[src/rtl/core/msc_pkg.sv]
// shared types, register codes and constants of the masked byte pattern scanner
package msc_pkg;

  localparam int unsigned MaxPatternDef = 16;
  localparam int unsigned ChunkBytesDef = 4096;

  localparam int unsigned AddrW  = 64;
  localparam int unsigned IndexW = 16;
  localparam int unsigned CareW  = 16;
  localparam int unsigned LenW   = 5;
  localparam int unsigned RegIdxW = 3;

  // register indexes of the configuration port
  localparam logic [RegIdxW-1:0] REG_PATTERN_LOW    = 3'd0;
  localparam logic [RegIdxW-1:0] REG_PATTERN_HIGH   = 3'd1;
  localparam logic [RegIdxW-1:0] REG_CARE_BITS      = 3'd2;
  localparam logic [RegIdxW-1:0] REG_PATTERN_LENGTH = 3'd3;
  localparam logic [RegIdxW-1:0] REG_BASE_ADDRESS   = 3'd4;

  localparam logic [IndexW-1:0] INDEX_MAX = '1;

  typedef struct packed {
    logic [63:0]      pattern_low;
    logic [63:0]      pattern_high;
    logic [CareW-1:0] care_bits;
    logic [LenW-1:0]  pattern_length;
    logic [AddrW-1:0] base_address;
  } cfg_t;

endpackage

[src/rtl/core/masked_byte_pattern_scanner_top.sv]
// top level of the masked byte pattern scanner: staging and result registers
// throughput: one word per cycle while the result register is not stalled; the
//   window compare and address add sit between the staging register and the
//   result register
// reset: asynchronous, active low; clears the window, counters and config
//   (pattern length returns to one), and both register stages empty
module masked_byte_pattern_scanner_top
  import msc_pkg::*;
#(
  parameter int unsigned MAX_PATTERN = MaxPatternDef,
  parameter int unsigned CHUNK_BYTES = ChunkBytesDef
) (
  input  logic               clk_i,
  input  logic               rst_ni,
  // configuration write channel
  input  logic               cfg_valid_i,
  output logic               cfg_ready_o,
  input  logic [RegIdxW-1:0] cfg_index_i,
  input  logic [63:0]        cfg_data_i,
  // input words
  input  logic               in_valid_i,
  output logic               in_ready_o,
  input  logic [7:0]         data_byte_i,
  input  logic               chunk_end_i,
  input  logic               region_end_i,
  // result words
  output logic               out_valid_o,
  input  logic               out_ready_i,
  output logic [AddrW-1:0]   match_address_o,
  output logic [IndexW-1:0]  match_index_o
);

  cfg_t            cfg;
  logic [LenW-1:0] act_len;

  // staging register, holds one accepted word
  logic       stg_valid_q;
  logic [7:0] stg_data_q;
  logic       stg_cend_q;
  logic       stg_rend_q;

  // result register
  logic              res_valid_q;
  logic [AddrW-1:0]  res_addr_q;
  logic [IndexW-1:0] res_idx_q;

  logic              advance;
  logic              step;
  logic              hit;
  logic              emit;
  logic [AddrW-1:0]  addr;
  logic [IndexW-1:0] idx;

  // writes are always taken, the register file never stalls
  assign cfg_ready_o = 1'b1;

  // the result register frees up when empty or being drained
  assign advance    = !res_valid_q || out_ready_i;
  // staged word is processed whenever the result side can move
  assign step       = stg_valid_q && advance;
  // a new word enters while the staged one leaves in the same cycle
  assign in_ready_o = !stg_valid_q || advance;

  msc_cfg #(
    .MAX_PATTERN (MAX_PATTERN)
  ) u_cfg (
    .clk_i      (clk_i),
    .rst_ni     (rst_ni),
    .wr_en_i    (cfg_valid_i && cfg_ready_o),
    .wr_index_i (cfg_index_i),
    .wr_data_i  (cfg_data_i),
    .cfg_o      (cfg),
    .act_len_o  (act_len)
  );

  msc_match #(
    .MAX_PATTERN (MAX_PATTERN)
  ) u_match (
    .clk_i       (clk_i),
    .rst_ni      (rst_ni),
    .step_i      (step),
    .data_byte_i (stg_data_q),
    .cfg_i       (cfg),
    .act_len_i   (act_len),
    .hit_o       (hit)
  );

  msc_track #(
    .CHUNK_BYTES (CHUNK_BYTES)
  ) u_track (
    .clk_i           (clk_i),
    .rst_ni          (rst_ni),
    .step_i          (step),
    .hit_i           (hit),
    .chunk_end_i     (stg_cend_q),
    .region_end_i    (stg_rend_q),
    .act_len_i       (act_len),
    .base_address_i  (cfg.base_address),
    .emit_o          (emit),
    .match_address_o (addr),
    .match_index_o   (idx)
  );

  // staging register control
  always_ff @(posedge clk_i or negedge rst_ni) begin
    if (!rst_ni) begin
      stg_valid_q <= 1'b0;
    end else if (in_ready_o) begin
      stg_valid_q <= in_valid_i;
    end
  end

  // staging payload, no reset needed
  always_ff @(posedge clk_i) begin
    if (in_valid_i && in_ready_o) begin
      stg_data_q <= data_byte_i;
      stg_cend_q <= chunk_end_i;
      stg_rend_q <= region_end_i;
    end
  end

  // result register control: only a word that matched fills it
  always_ff @(posedge clk_i or negedge rst_ni) begin
    if (!rst_ni) begin
      res_valid_q <= 1'b0;
    end else if (advance) begin
      res_valid_q <= emit;
    end
  end

  always_ff @(posedge clk_i) begin
    if (emit) begin
      res_addr_q <= addr;
      res_idx_q  <= idx;
    end
  end

  assign out_valid_o     = res_valid_q;
  assign match_address_o = res_addr_q;
  assign match_index_o   = res_idx_q;

endmodule

[src/rtl/core/msc_cfg.sv]
// configuration registers and active pattern length
module msc_cfg
  import msc_pkg::*;
#(
  parameter int unsigned MAX_PATTERN = MaxPatternDef
) (
  input  logic               clk_i,
  input  logic               rst_ni,
  input  logic               wr_en_i,
  input  logic [RegIdxW-1:0] wr_index_i,
  input  logic [63:0]        wr_data_i,
  output cfg_t               cfg_o,
  output logic [LenW-1:0]    act_len_o
);

  cfg_t cfg_q;

  always_ff @(posedge clk_i or negedge rst_ni) begin
    if (!rst_ni) begin
      cfg_q <= '{pattern_low:    '0,
                 pattern_high:   '0,
                 care_bits:      '0,
                 pattern_length: LenW'(1),
                 base_address:   '0};
    end else if (wr_en_i) begin
      unique case (wr_index_i)
        REG_PATTERN_LOW:    cfg_q.pattern_low    <= wr_data_i;
        REG_PATTERN_HIGH:   cfg_q.pattern_high   <= wr_data_i;
        REG_CARE_BITS:      cfg_q.care_bits      <= wr_data_i[CareW-1:0];
        REG_PATTERN_LENGTH: cfg_q.pattern_length <= wr_data_i[LenW-1:0];
        REG_BASE_ADDRESS:   cfg_q.base_address   <= wr_data_i;
        default: ;
      endcase
    end
  end

  // zero counts as one, anything beyond the window is clamped
  always_comb begin
    priority if (cfg_q.pattern_length == '0) begin
      act_len_o = LenW'(1);
    end else if (cfg_q.pattern_length > LenW'(MAX_PATTERN)) begin
      act_len_o = LenW'(MAX_PATTERN);
    end else begin
      act_len_o = cfg_q.pattern_length;
    end
  end

  assign cfg_o = cfg_q;

endmodule

[src/rtl/core/msc_match.sv]
// byte window shift line and masked pattern compare
module msc_match
  import msc_pkg::*;
#(
  parameter int unsigned MAX_PATTERN = MaxPatternDef
) (
  input  logic            clk_i,
  input  logic            rst_ni,
  input  logic            step_i,
  input  logic [7:0]      data_byte_i,
  input  cfg_t            cfg_i,
  input  logic [LenW-1:0] act_len_i,
  output logic            hit_o
);

  logic [7:0]   win_q [MAX_PATTERN];
  logic [7:0]   win_d [MAX_PATTERN];
  logic [127:0] pat_all;

  assign pat_all = {cfg_i.pattern_high, cfg_i.pattern_low};

  // entry 0 takes the newest byte
  always_comb begin
    win_d[0] = data_byte_i;
    for (int j = 1; j < MAX_PATTERN; j++) begin
      win_d[j] = win_q[j-1];
    end
  end

  always_ff @(posedge clk_i or negedge rst_ni) begin
    if (!rst_ni) begin
      for (int j = 0; j < MAX_PATTERN; j++) begin
        win_q[j] <= '0;
      end
    end else if (step_i) begin
      for (int j = 0; j < MAX_PATTERN; j++) begin
        win_q[j] <= win_d[j];
      end
    end
  end

  // pattern byte k lines up with window entry len-1-k
  always_comb begin
    logic [7:0] sel;
    hit_o = 1'b1;
    for (int k = 0; k < MAX_PATTERN; k++) begin
      sel = '0;
      for (int j = 0; j < MAX_PATTERN; j++) begin
        if ({1'b0, act_len_i} == 6'(j + k + 1)) begin
          sel = win_d[j];
        end
      end
      if ((LenW'(k) < act_len_i) && cfg_i.care_bits[k] && (sel != pat_all[8*k +: 8])) begin
        hit_o = 1'b0;
      end
    end
  end

endmodule

[src/rtl/core/msc_track.sv]
// chunk position, offset and match count tracking, result address
module msc_track
  import msc_pkg::*;
#(
  parameter int unsigned CHUNK_BYTES = ChunkBytesDef
) (
  input  logic              clk_i,
  input  logic              rst_ni,
  input  logic              step_i,
  input  logic              hit_i,
  input  logic              chunk_end_i,
  input  logic              region_end_i,
  input  logic [LenW-1:0]   act_len_i,
  input  logic [AddrW-1:0]  base_address_i,
  output logic              emit_o,
  output logic [AddrW-1:0]  match_address_o,
  output logic [IndexW-1:0] match_index_o
);

  localparam int unsigned PosW = $clog2(CHUNK_BYTES + 1);

  logic [PosW-1:0]   pos_q, pos_d;
  logic [AddrW-1:0]  off_q, off_d;
  logic              matched_q, matched_d;
  logic [IndexW-1:0] count_q, count_d;

  logic [PosW-1:0] filled;
  logic [PosW-1:0] len_ext;
  logic [PosW-1:0] start;
  logic            close;

  assign filled  = pos_q + PosW'(1);
  assign len_ext = PosW'(act_len_i);
  assign start   = filled - len_ext;
  assign close   = chunk_end_i || region_end_i || (filled >= PosW'(CHUNK_BYTES));

  assign emit_o          = step_i && !matched_q && (filled >= len_ext) && hit_i;
  assign match_address_o = base_address_i + off_q + AddrW'(start);
  assign match_index_o   = count_q;

  always_comb begin
    pos_d     = pos_q;
    off_d     = off_q;
    matched_d = matched_q;
    count_d   = count_q;
    if (step_i) begin
      if (emit_o) begin
        matched_d = 1'b1;
        if (count_q != INDEX_MAX) begin
          count_d = count_q + IndexW'(1);
        end
      end
      if (close) begin
        off_d     = off_q + AddrW'(filled);
        pos_d     = '0;
        matched_d = 1'b0;
      end else begin
        pos_d = filled;
      end
      if (region_end_i) begin
        off_d   = '0;
        count_d = '0;
      end
    end
  end

  always_ff @(posedge clk_i or negedge rst_ni) begin
    if (!rst_ni) begin
      pos_q     <= '0;
      off_q     <= '0;
      matched_q <= 1'b0;
      count_q   <= '0;
    end else begin
      pos_q     <= pos_d;
      off_q     <= off_d;
      matched_q <= matched_d;
      count_q   <= count_d;
    end
  end

endmodule

[config.mk]
export PLATFORM = sky130hd
export DESIGN_NAME = masked_byte_pattern_scanner_top
export DESIGN_NICKNAME = d
export VERILOG_FILES = /design/src/rtl/core/msc_pkg.sv /design/src/rtl/core/masked_byte_pattern_scanner_top.sv /design/src/rtl/core/msc_cfg.sv /design/src/rtl/core/msc_match.sv /design/src/rtl/core/msc_track.sv
export SDC_FILE = /design/constraint.sdc
export NUM_CORES = 2
export LEC_CHECK = 0
export ABC_AREA = 0
export ABC_CLOCK_PERIOD_IN_PS = 9850
export BUFFER_PORTS_ARGS = -buffer_cell sky130_fd_sc_hd__buf_2
export CAP_MARGIN = 20
export CELL_PAD_IN_SITES_DETAIL_PLACEMENT = 1
export CELL_PAD_IN_SITES_GLOBAL_PLACEMENT = 2
export CORE_ASPECT_RATIO = 1.25
export CORE_MARGIN = 2
export CORE_UTILIZATION = 40
export CTS_CLUSTER_SIZE = 20
export DETAILED_ROUTE_END_ITERATION = 10
export HOLD_SLACK_MARGIN = 0.02
export PLACE_DENSITY_LB_ADDON = 0.08
export SYNTH_ARGS = -nofsm -noshare
export SYNTH_HDL_FRONTEND = slang
export SYNTH_SLANG_ARGS = --single-unit
[constraint.sdc]
create_clock -name clk_i -period 9.85 [get_ports clk_i]
set_input_delay 1.4775 -clock clk_i [delete_from_list [all_inputs] [get_ports clk_i]]
set_output_delay 1.4775 -clock clk_i [all_outputs]
set_load 0.01 [all_outputs]
* Yosys cells after proc, flatten, opt, wreduce, memory -nomap -nowiden
Index checks and enable logic that the tools add are counted.
Operators by class: add/subtract/negate cells 6, order comparisons 19, equal/unequal tests 52, muxes and demuxes 282, reduce and logical (&&, ||, !) cells 58
Operators with widths (number):
- $mux W8 | 256
- $add A64 B13 Y64 | 2
- $mux W64 | 2
- $ne A8 B8 Y1 | 16
- $eq A5 B5 Y1 const B | 16
- $add A64 B64 Y64 | 1
- $mux W16 | 3
- $eq A5 B4 Y1 const B | 8
- $lt A4 B5 Y1 const A | 8
- $logic_and A1 B1 Y1 | 37
- $eq A5 B3 Y1 const B | 4
- $lt A3 B5 Y1 const A | 4
- $mux W1 | 18
- $add A16 B1 Y16 const B | 1
- $ne A16 B16 Y1 const B | 1
- $reduce_and A2 Y1 | 7
- $add A13 B1 Y13 const B | 1
- $ge A13 B13 Y1 const B | 1
- $ge A13 B5 Y1 | 1
- $mux W13 | 1
- $sub A13 B5 Y13 | 1
- $eq A5 B2 Y1 const B | 2
- $lt A1 B5 Y1 const A | 2
- $lt A2 B5 Y1 const A | 2
- other kinds (12) | 22
Storage, ports and cells: bits in registers 519, bits of input ports 82, output and inout port bits 83, word-level logic and storage cells 448

* Depth between registers and ports, before layout
depth after elaboration 41, depth in mapped cells 33, mapped depth without buffers 26

* Hierarchy
From an unflattened synthesis, not the netlist that was laid out.
Unflattened totals: cells, all modules 6002, area total of the unflattened synthesis 49087.1 um^2
Modules (own cells, without submodules):
- msc_match | times used 1, cells an instance 4161, area each 27173.6 um^2, seq. area each 3002.9 um^2
- msc_track | times used 1, cells an instance 1280, area each 10415.0 um^2, seq. area each 2352.3 um^2
- msc_cfg | times used 1, cells an instance 461, area each 8680.8 um^2, seq. area each 5331.4 um^2
- masked_byte_pattern_scanner_top | times used 1, cells an instance 100, area each 2817.7 um^2, seq. area each 2752.6 um^2

* Worst setup path after synthesis
No wires, ideal clock.
path type reg-to-reg, start register u_cfg.cfg_q, in the netlist u_cfg.cfg_o[68], end register res_addr_q[0] (netlist: match_address_o[0]), enable pin, setup time 0.521 ns, arrival time 7.469 ns, data required time 9.329 ns, setup slack 1.860 ns, stages on the path, launching flop included 22, path buffers 9, period minus slack after synthesis 7.990 ns, cells stage by stage dfrtp_1 buf_4 buf_6 buf_6 inv_1 buf_2 buf_2 buf_2 buf_2 buf_1 nand2_1 ha_1 o21ai_0 nand2b_1 a221oi_1 and3_1 a211oi_1 nand4_1 a2111o_1 or4_4 buf_2 nor2_1
Between the ends: longest elaborated chain between the ends 39, elaborated cells between the ends (all ways) 374, classes of those cells 18 x order compare; 47 x eq/ne; 274 x mux; 35 x reduce/logical
RTL lines:
- from (decl) | RTL line msc_cfg.sv:16 | cfg_t cfg_q;
- from (signal assigned) | RTL line msc_cfg.sv:20 | cfg_q <= '{pattern_low: '0,
- $gt A5 B5 Y1 | RTL line msc_cfg.sv:41 | end else if (cfg_q.pattern_length > LenW'(MAX_PATTERN)) begin
- $mux W5 | RTL line msc_cfg.sv:41
- $mux W5 (*) | RTL line msc_cfg.sv:39 | priority if (cfg_q.pattern_length == '0) begin
- $eq A5 B1 Y1 | RTL line msc_match.sv:49 | if ({1'b0, act_len_i} == 6'(j + k + 1)) begin
- $mux W8 (16 in series) | RTL line msc_match.sv:49
- $ne A8 B8 Y1 | RTL line msc_match.sv:53 | if ((LenW'(k) < act_len_i) && cfg_i.care_bits[k] && (sel != pat_all[8*k +: 8])) begin
- $logic_and A1 B1 Y1 | RTL line msc_match.sv:53
- $mux W1 (16 in series) | RTL line msc_match.sv:53
- $logic_and A1 B1 Y1 (*) | RTL line msc_track.sv:37 | assign emit_o = step_i && !matched_q && (filled >= len_ext) && hit_i;
- net emit | RTL line masked_byte_pattern_scanner_top.sv:50 | logic emit;
- to (signal assigned) | RTL line masked_byte_pattern_scanner_top.sv:133 | res_addr_q <= addr;
- to (decl) | RTL line masked_byte_pattern_scanner_top.sv:44 | logic [AddrW-1:0] res_addr_q;
Mark *: on every way through the listed nets, which the timed path passes. The rest lies on a longest branch. A chain may end at the register's enable or synchronous reset.

* Worst setup path after layout
start register u_cfg.cfg_q, in the netlist u_cfg.cfg_o[65], end register res_addr_q[61] (netlist: match_address_o[61]) (data pin)
Between the ends: longest elaborated chain between the ends 5, elaborated cells between the ends (all ways) 6, classes of those cells 2 x add/sub; 1 x order compare; 2 x mux; 1 x reduce/logical
RTL lines:
- $gt A5 B5 Y1 | RTL line msc_cfg.sv:41
- $mux W5 | RTL line msc_cfg.sv:41
- $mux W5 (*) | RTL line msc_cfg.sv:39
- $sub A13 B5 Y13 (*) | RTL line msc_track.sv:34 | assign start = filled - len_ext;
- $add A64 B13 Y64 (*) | RTL line msc_track.sv:38 | assign match_address_o = base_address_i + off_q + AddrW'(start);
- net addr[61] | RTL line masked_byte_pattern_scanner_top.sv:51 | logic [AddrW-1:0] addr;
Marked as above.

==> results.rst <==
.. list-table::
   :header-rows: 1

   * - Metric
     - Value
   * - Result of the run
     - finished, final reports clean
   * - Most area-hungry cell type in the Yosys netlist
     - sky130_fd_sc_hd__dfrtp_1
   * - Final count of hold timing violations
     - 0
   * - Total count of max-transition violations in the final report
     - 0
   * - DRT antenna net count
     - 0
   * - Post-cts sizing count
     - 0
   * - Number of sinks handled by clock tree synthesis
     - between 500 and 600
   * - Fmax achieved
     - around 120 MHz
   * - Proportion of synthesized flip-flops having asynchronous set or reset
     - 82.7%
   * - Largest net degree at the start of global routing
     - around 150
   * - Number of enable flip-flop cells after synthesis
     - 90
   * - Number of nets produced by synthesis
     - roughly 4500
   * - Clock insertion delay at the later pin of the skew report
     - between 600 and 700 ps
   * - Sequential share of the synthesized area
     - 35.8%
   * - Crit-path max cell delay
     - between 600 and 700 ps
   * - Hold slack
     - ~490 ps
   * - Final cell count without fillers
     - 5489
   * - Number of ports placed on the die boundary
     - approximately 170
   * - Static leakage
     - between 15 and 20 nW
   * - Die height
     - ~350 um
   * - Library cell used as clock root buffer
     - sky130_fd_sc_hd__clkbuf_16
   * - Final RePlAce weighted congestion
     - a little over 1
   * - Routed length on met1
     - 76500 um
   * - CP endpoint kind
     - flip-flop
   * - WP data arrival
     - ~8500 ps
   * - Worst-case vdd ir drop
     - approximately 150 uV
   * - Global-route wire length before repair
     - 280000 um
   * - Yosys reg bits
     - roughly 520
   * - Kind of path behind the tightest hold check
     - reg2reg
   * - WP buf/inv
     - 2
   * - Final-layout setup total negative slack
     - 0 ps
   * - Overall die area
     - around 96000 sq um
   * - Worst Setup Start Kind
     - flip-flop
   * - Max H-tree Level
     - 2
   * - Total power
     - between 9 and 10 mW
   * - Final Routed Wirelength
     - around 190000 um
   * - Slew margin rel.
     - 14.9%
   * - Post-CTS Setup Bufs
     - 0
   * - Synthesized cell area
     - 37600 sq um
   * - Count of cell instances traversed by the critical path
     - 27
   * - Number of port buffers
     - 163
   * - Number of distinct library cells after synthesis
     - roughly 100
   * - Startpoint of the most critical setup path
     - u_cfg.cfg_o[65]
   * - Via count of the first global-routing pass
     - 37400
   * - Clock tree from TritonCTS
     - yes
   * - Largest buffer count on any clock path
     - 3
   * - Leading cell types by count after synthesis
     - sky130_fd_sc_hd__nand2_1 (497), sky130_fd_sc_hd__dfrtp_1 (428), sky130_fd_sc_hd__o21ai_0 (243)
   * - Setup Skew
     - 30.9 ps
   * - Cell Count Post-Placement
     - 5368
   * - Clock transition at path regs
     - 70 ps
   * - Minimum clock period
     - slightly above 8000 ps
   * - Average wire per cell in the routed design
     - 35.3 um
   * - Main flop type after synthesis
     - sky130_fd_sc_hd__dfrtp_1
   * - Cell Pwr Density
     - roughly 220 nW/um^2
   * - Initial core utilization
     - between 40% and 50%
   * - Synth top area cells
     - sky130_fd_sc_hd__dfrtp_1 (28%), sky130_fd_sc_hd__edfxtp_1 (7.2%), sky130_fd_sc_hd__mux2_2 (5.8%), sky130_fd_sc_hd__nand2_1 (5.0%), sky130_fd_sc_hd__ha_1 (4.4%)
   * - DRC violation count after routing
     - 0
   * - Area grow syn2layout
     - 10.8%
   * - Req. time, crit path
     - 10270 ps
   * - Area of the core
     - slightly above 90000 sq um
   * - Path type of the worst setup path
     - reg2reg
   * - Met2 WL post-DR
     - roughly 83000 um
   * - Dominant cell by count in the synthesized netlist
     - sky130_fd_sc_hd__nand2_1
   * - Proportion of netlist area held by the largest area contributor
     - between 20% and 30%
   * - Mean cell area of the mapped netlist
     - around 9 sq um
   * - Number of warnings issued by yosys
     - 0
   * - CTS Hold Bufs
     - 0
   * - Depth of the worst hold-timing path
     - 1
   * - Number of standard cells after synthesis
     - 4225
   * - Top delay family on crit path
     - compound AO/OA/AOI/OAI gates
   * - Antenna violations before repair
     - 19
   * - Wire length on met3
     - roughly 19000 um
   * - Setup repair after global routing missed its margin
     - false
   * - Aggregate global-route resource usage
     - about two fifths
   * - Hold_sp
     - u_track.matched_q
   * - Post-layout utilization of the core
     - about 45%
   * - Number of search-and-repair iterations in the first detailed-routing pass
     - 7
   * - Part of the cycle the worst path needs
     - between 80% and 90%
   * - Initial drt markers
     - between 4000 and 5000
   * - Critical Path Slowest Stage Cell
     - sky130_fd_sc_hd__a2111oi_0
   * - Largest fanout on the critical path
     - 5
   * - Critical register-to-register path startpoint
     - u_cfg.cfg_o[65]
   * - Number of buffers inserted during clock tree synthesis
     - 60
   * - Avg Vias per Cell
     - 6.74
   * - Placed wire-length estimate after detailed placement
     - 135000 um
   * - Sum of overflow across all layers after global routing
     - 0
   * - Highest metal layer with signal wires
     - met5
   * - Horizontal extent of the die
     - approximately 280 um
   * - Site row count
     - about 130
   * - Number of nets in the final layout
     - 4455
   * - Tightest Pin Transition
     - roughly 1300 ps
   * - Final count of negative-setup-slack endpoints
     - 0
   * - Maximum Capacitance Violations
     - 0
   * - Cell depth of the worst flop-to-flop path
     - 27
   * - Via count of the routed design
     - ~37000
   * - Fraction of final layout cells with drive strength greater than 1
     - ~16%
-- area by class of cell --
class	instances	area (sq um)
antenna	6	15.0
timing repair buffer	302	1940
fill	10700	51400
sequential	519	13500
multi-input combinational	3193	22000
clock buffer	84	1810
tap	1206	1510
clock inverter	30	309
inverter	149	559
-- sequential cells by signal, summed over array words and instances (netlist names), 8 cells and up --
signal	cells
match_address_o	64
match_index_o	16
stg_data_q	8
u_cfg.cfg_o	213
u_match.win_d	120
u_track.match_index_o	16
u_track.off_q	64
u_track.pos_q	13
-- through the flow --
step / setup slack [ps] / area (sq um)
2_1_floorplan: 1860 / 37600
3_3_place_gp: 1690 / 39500
3_5_place_dp: 1590 / 39500
4_1_cts: 1370 / 41600
5_1_grt: 1140 / 41600
6_report: 1810 / 41600
-- cells in the final DEF (no fill, tap or decap), types with 25 or more instances in the layout --
cell type	synthesis	layout
sky130_fd_sc_hd__a211oi_1	52	52
sky130_fd_sc_hd__a21o_1	60	60
sky130_fd_sc_hd__a21oi_1	202	202
sky130_fd_sc_hd__a221oi_1	51	51
sky130_fd_sc_hd__a22oi_1	86	86
sky130_fd_sc_hd__a31oi_1	43	43
sky130_fd_sc_hd__and3_1	77	77
sky130_fd_sc_hd__buf_2	83	162
sky130_fd_sc_hd__buf_4	18	133
sky130_fd_sc_hd__clkbuf_16	0	64
sky130_fd_sc_hd__dfrtp_1	428	424
sky130_fd_sc_hd__edfxtp_1	90	90
sky130_fd_sc_hd__ha_1	132	132
sky130_fd_sc_hd__inv_1	147	145
sky130_fd_sc_hd__mux2_2	193	193
sky130_fd_sc_hd__mux2i_1	62	62
sky130_fd_sc_hd__nand2_1	497	496
sky130_fd_sc_hd__nand2b_1	43	43
sky130_fd_sc_hd__nand3_1	98	98
sky130_fd_sc_hd__nand4_1	51	51
sky130_fd_sc_hd__nor2_1	235	225
sky130_fd_sc_hd__nor2b_1	49	48
sky130_fd_sc_hd__nor3_1	99	96
sky130_fd_sc_hd__o211ai_1	25	25
sky130_fd_sc_hd__o21ai_0	243	243
sky130_fd_sc_hd__o221ai_1	32	32
sky130_fd_sc_hd__o22ai_1	80	80
sky130_fd_sc_hd__or3_1	35	35
sky130_fd_sc_hd__xnor2_1	140	140
sky130_fd_sc_hd__xor2_1	107	107
-- power by group --
part	internal (mW)	leakage, nW	switching (mW)
clock	1.39	1.05	1.04
sequential	2.53	6.27	0.581
combinational	1.25	10.5	2.42
-- per-layer routing --
layer  vias to the layer above  GRT usage (%)
li1                      15600              -
met5                         -          0.603
met4                        12           25.9
met3                       757           10.7
met1                     18700           50.1
met2                      2001           59.6
-- logic make-up (layout without fill, tap and decap cells) --
group / Yosys count / in the layout / share of synthesized area, %
muxes: 255 / 255 / 7.43
AOI/OAI and AO/OA: 1188 / 1188 / 21.9
buffers and inverters: 513 / 565 / 5.95
xor gates and xnor gates: 247 / 247 / 5.76
and+or+nand+nor: 1354 / 1354 / 17.9
other: 1 / 7 / 0.00998
adders and majority gates: 148 / 148 / 5.25
DFF: 519 / 519 / 35.8
-- worst register-to-register path: stages, from the launching register on --
cell and delay [ps]:
sky130_fd_sc_hd__dfrtp_4 480, sky130_fd_sc_hd__nor3_1 500, sky130_fd_sc_hd__nor2_1 80, sky130_fd_sc_hd__nor2_1 200, sky130_fd_sc_hd__ha_1 250, sky130_fd_sc_hd__fa_1 230
sky130_fd_sc_hd__nor2b_1 60, sky130_fd_sc_hd__o21ai_0 200, sky130_fd_sc_hd__nand2b_1 130, sky130_fd_sc_hd__a211oi_1 430, sky130_fd_sc_hd__nor2b_1 320, sky130_fd_sc_hd__nand3_1 130
sky130_fd_sc_hd__xor2_1 180, sky130_fd_sc_hd__fa_1 490, sky130_fd_sc_hd__inv_1 40, sky130_fd_sc_hd__ha_1 350, sky130_fd_sc_hd__nand3_1 120, sky130_fd_sc_hd__a21oi_1 170
sky130_fd_sc_hd__a21boi_0 270, sky130_fd_sc_hd__o21ai_0 370, sky130_fd_sc_hd__a2111o_1 520, sky130_fd_sc_hd__a21boi_1 440, sky130_fd_sc_hd__a41o_1 350, sky130_fd_sc_hd__a41oi_1 250
sky130_fd_sc_hd__a2111oi_0 640, sky130_fd_sc_hd__dlymetal6s2s_1 280, sky130_fd_sc_hd__a2111oi_0 140, sky130_fd_sc_hd__nand3b_1 170
-- path summary, 6_finish.rpt --
| kind | to | slack [ps] |
|---|---|---|
| max | match_address_o[61] | 1810 |
| max in group asynchronous | u_cfg.cfg_o[45] | 7080 |
| min | u_track.matched_q | 490 |
| max reg2reg | match_address_o[61] | 1810 |
| min in group asynchronous | u_cfg.cfg_o[90] | 760 |
| min reg2reg | u_track.matched_q | 490 |
(Power assumes the default switching activity.)
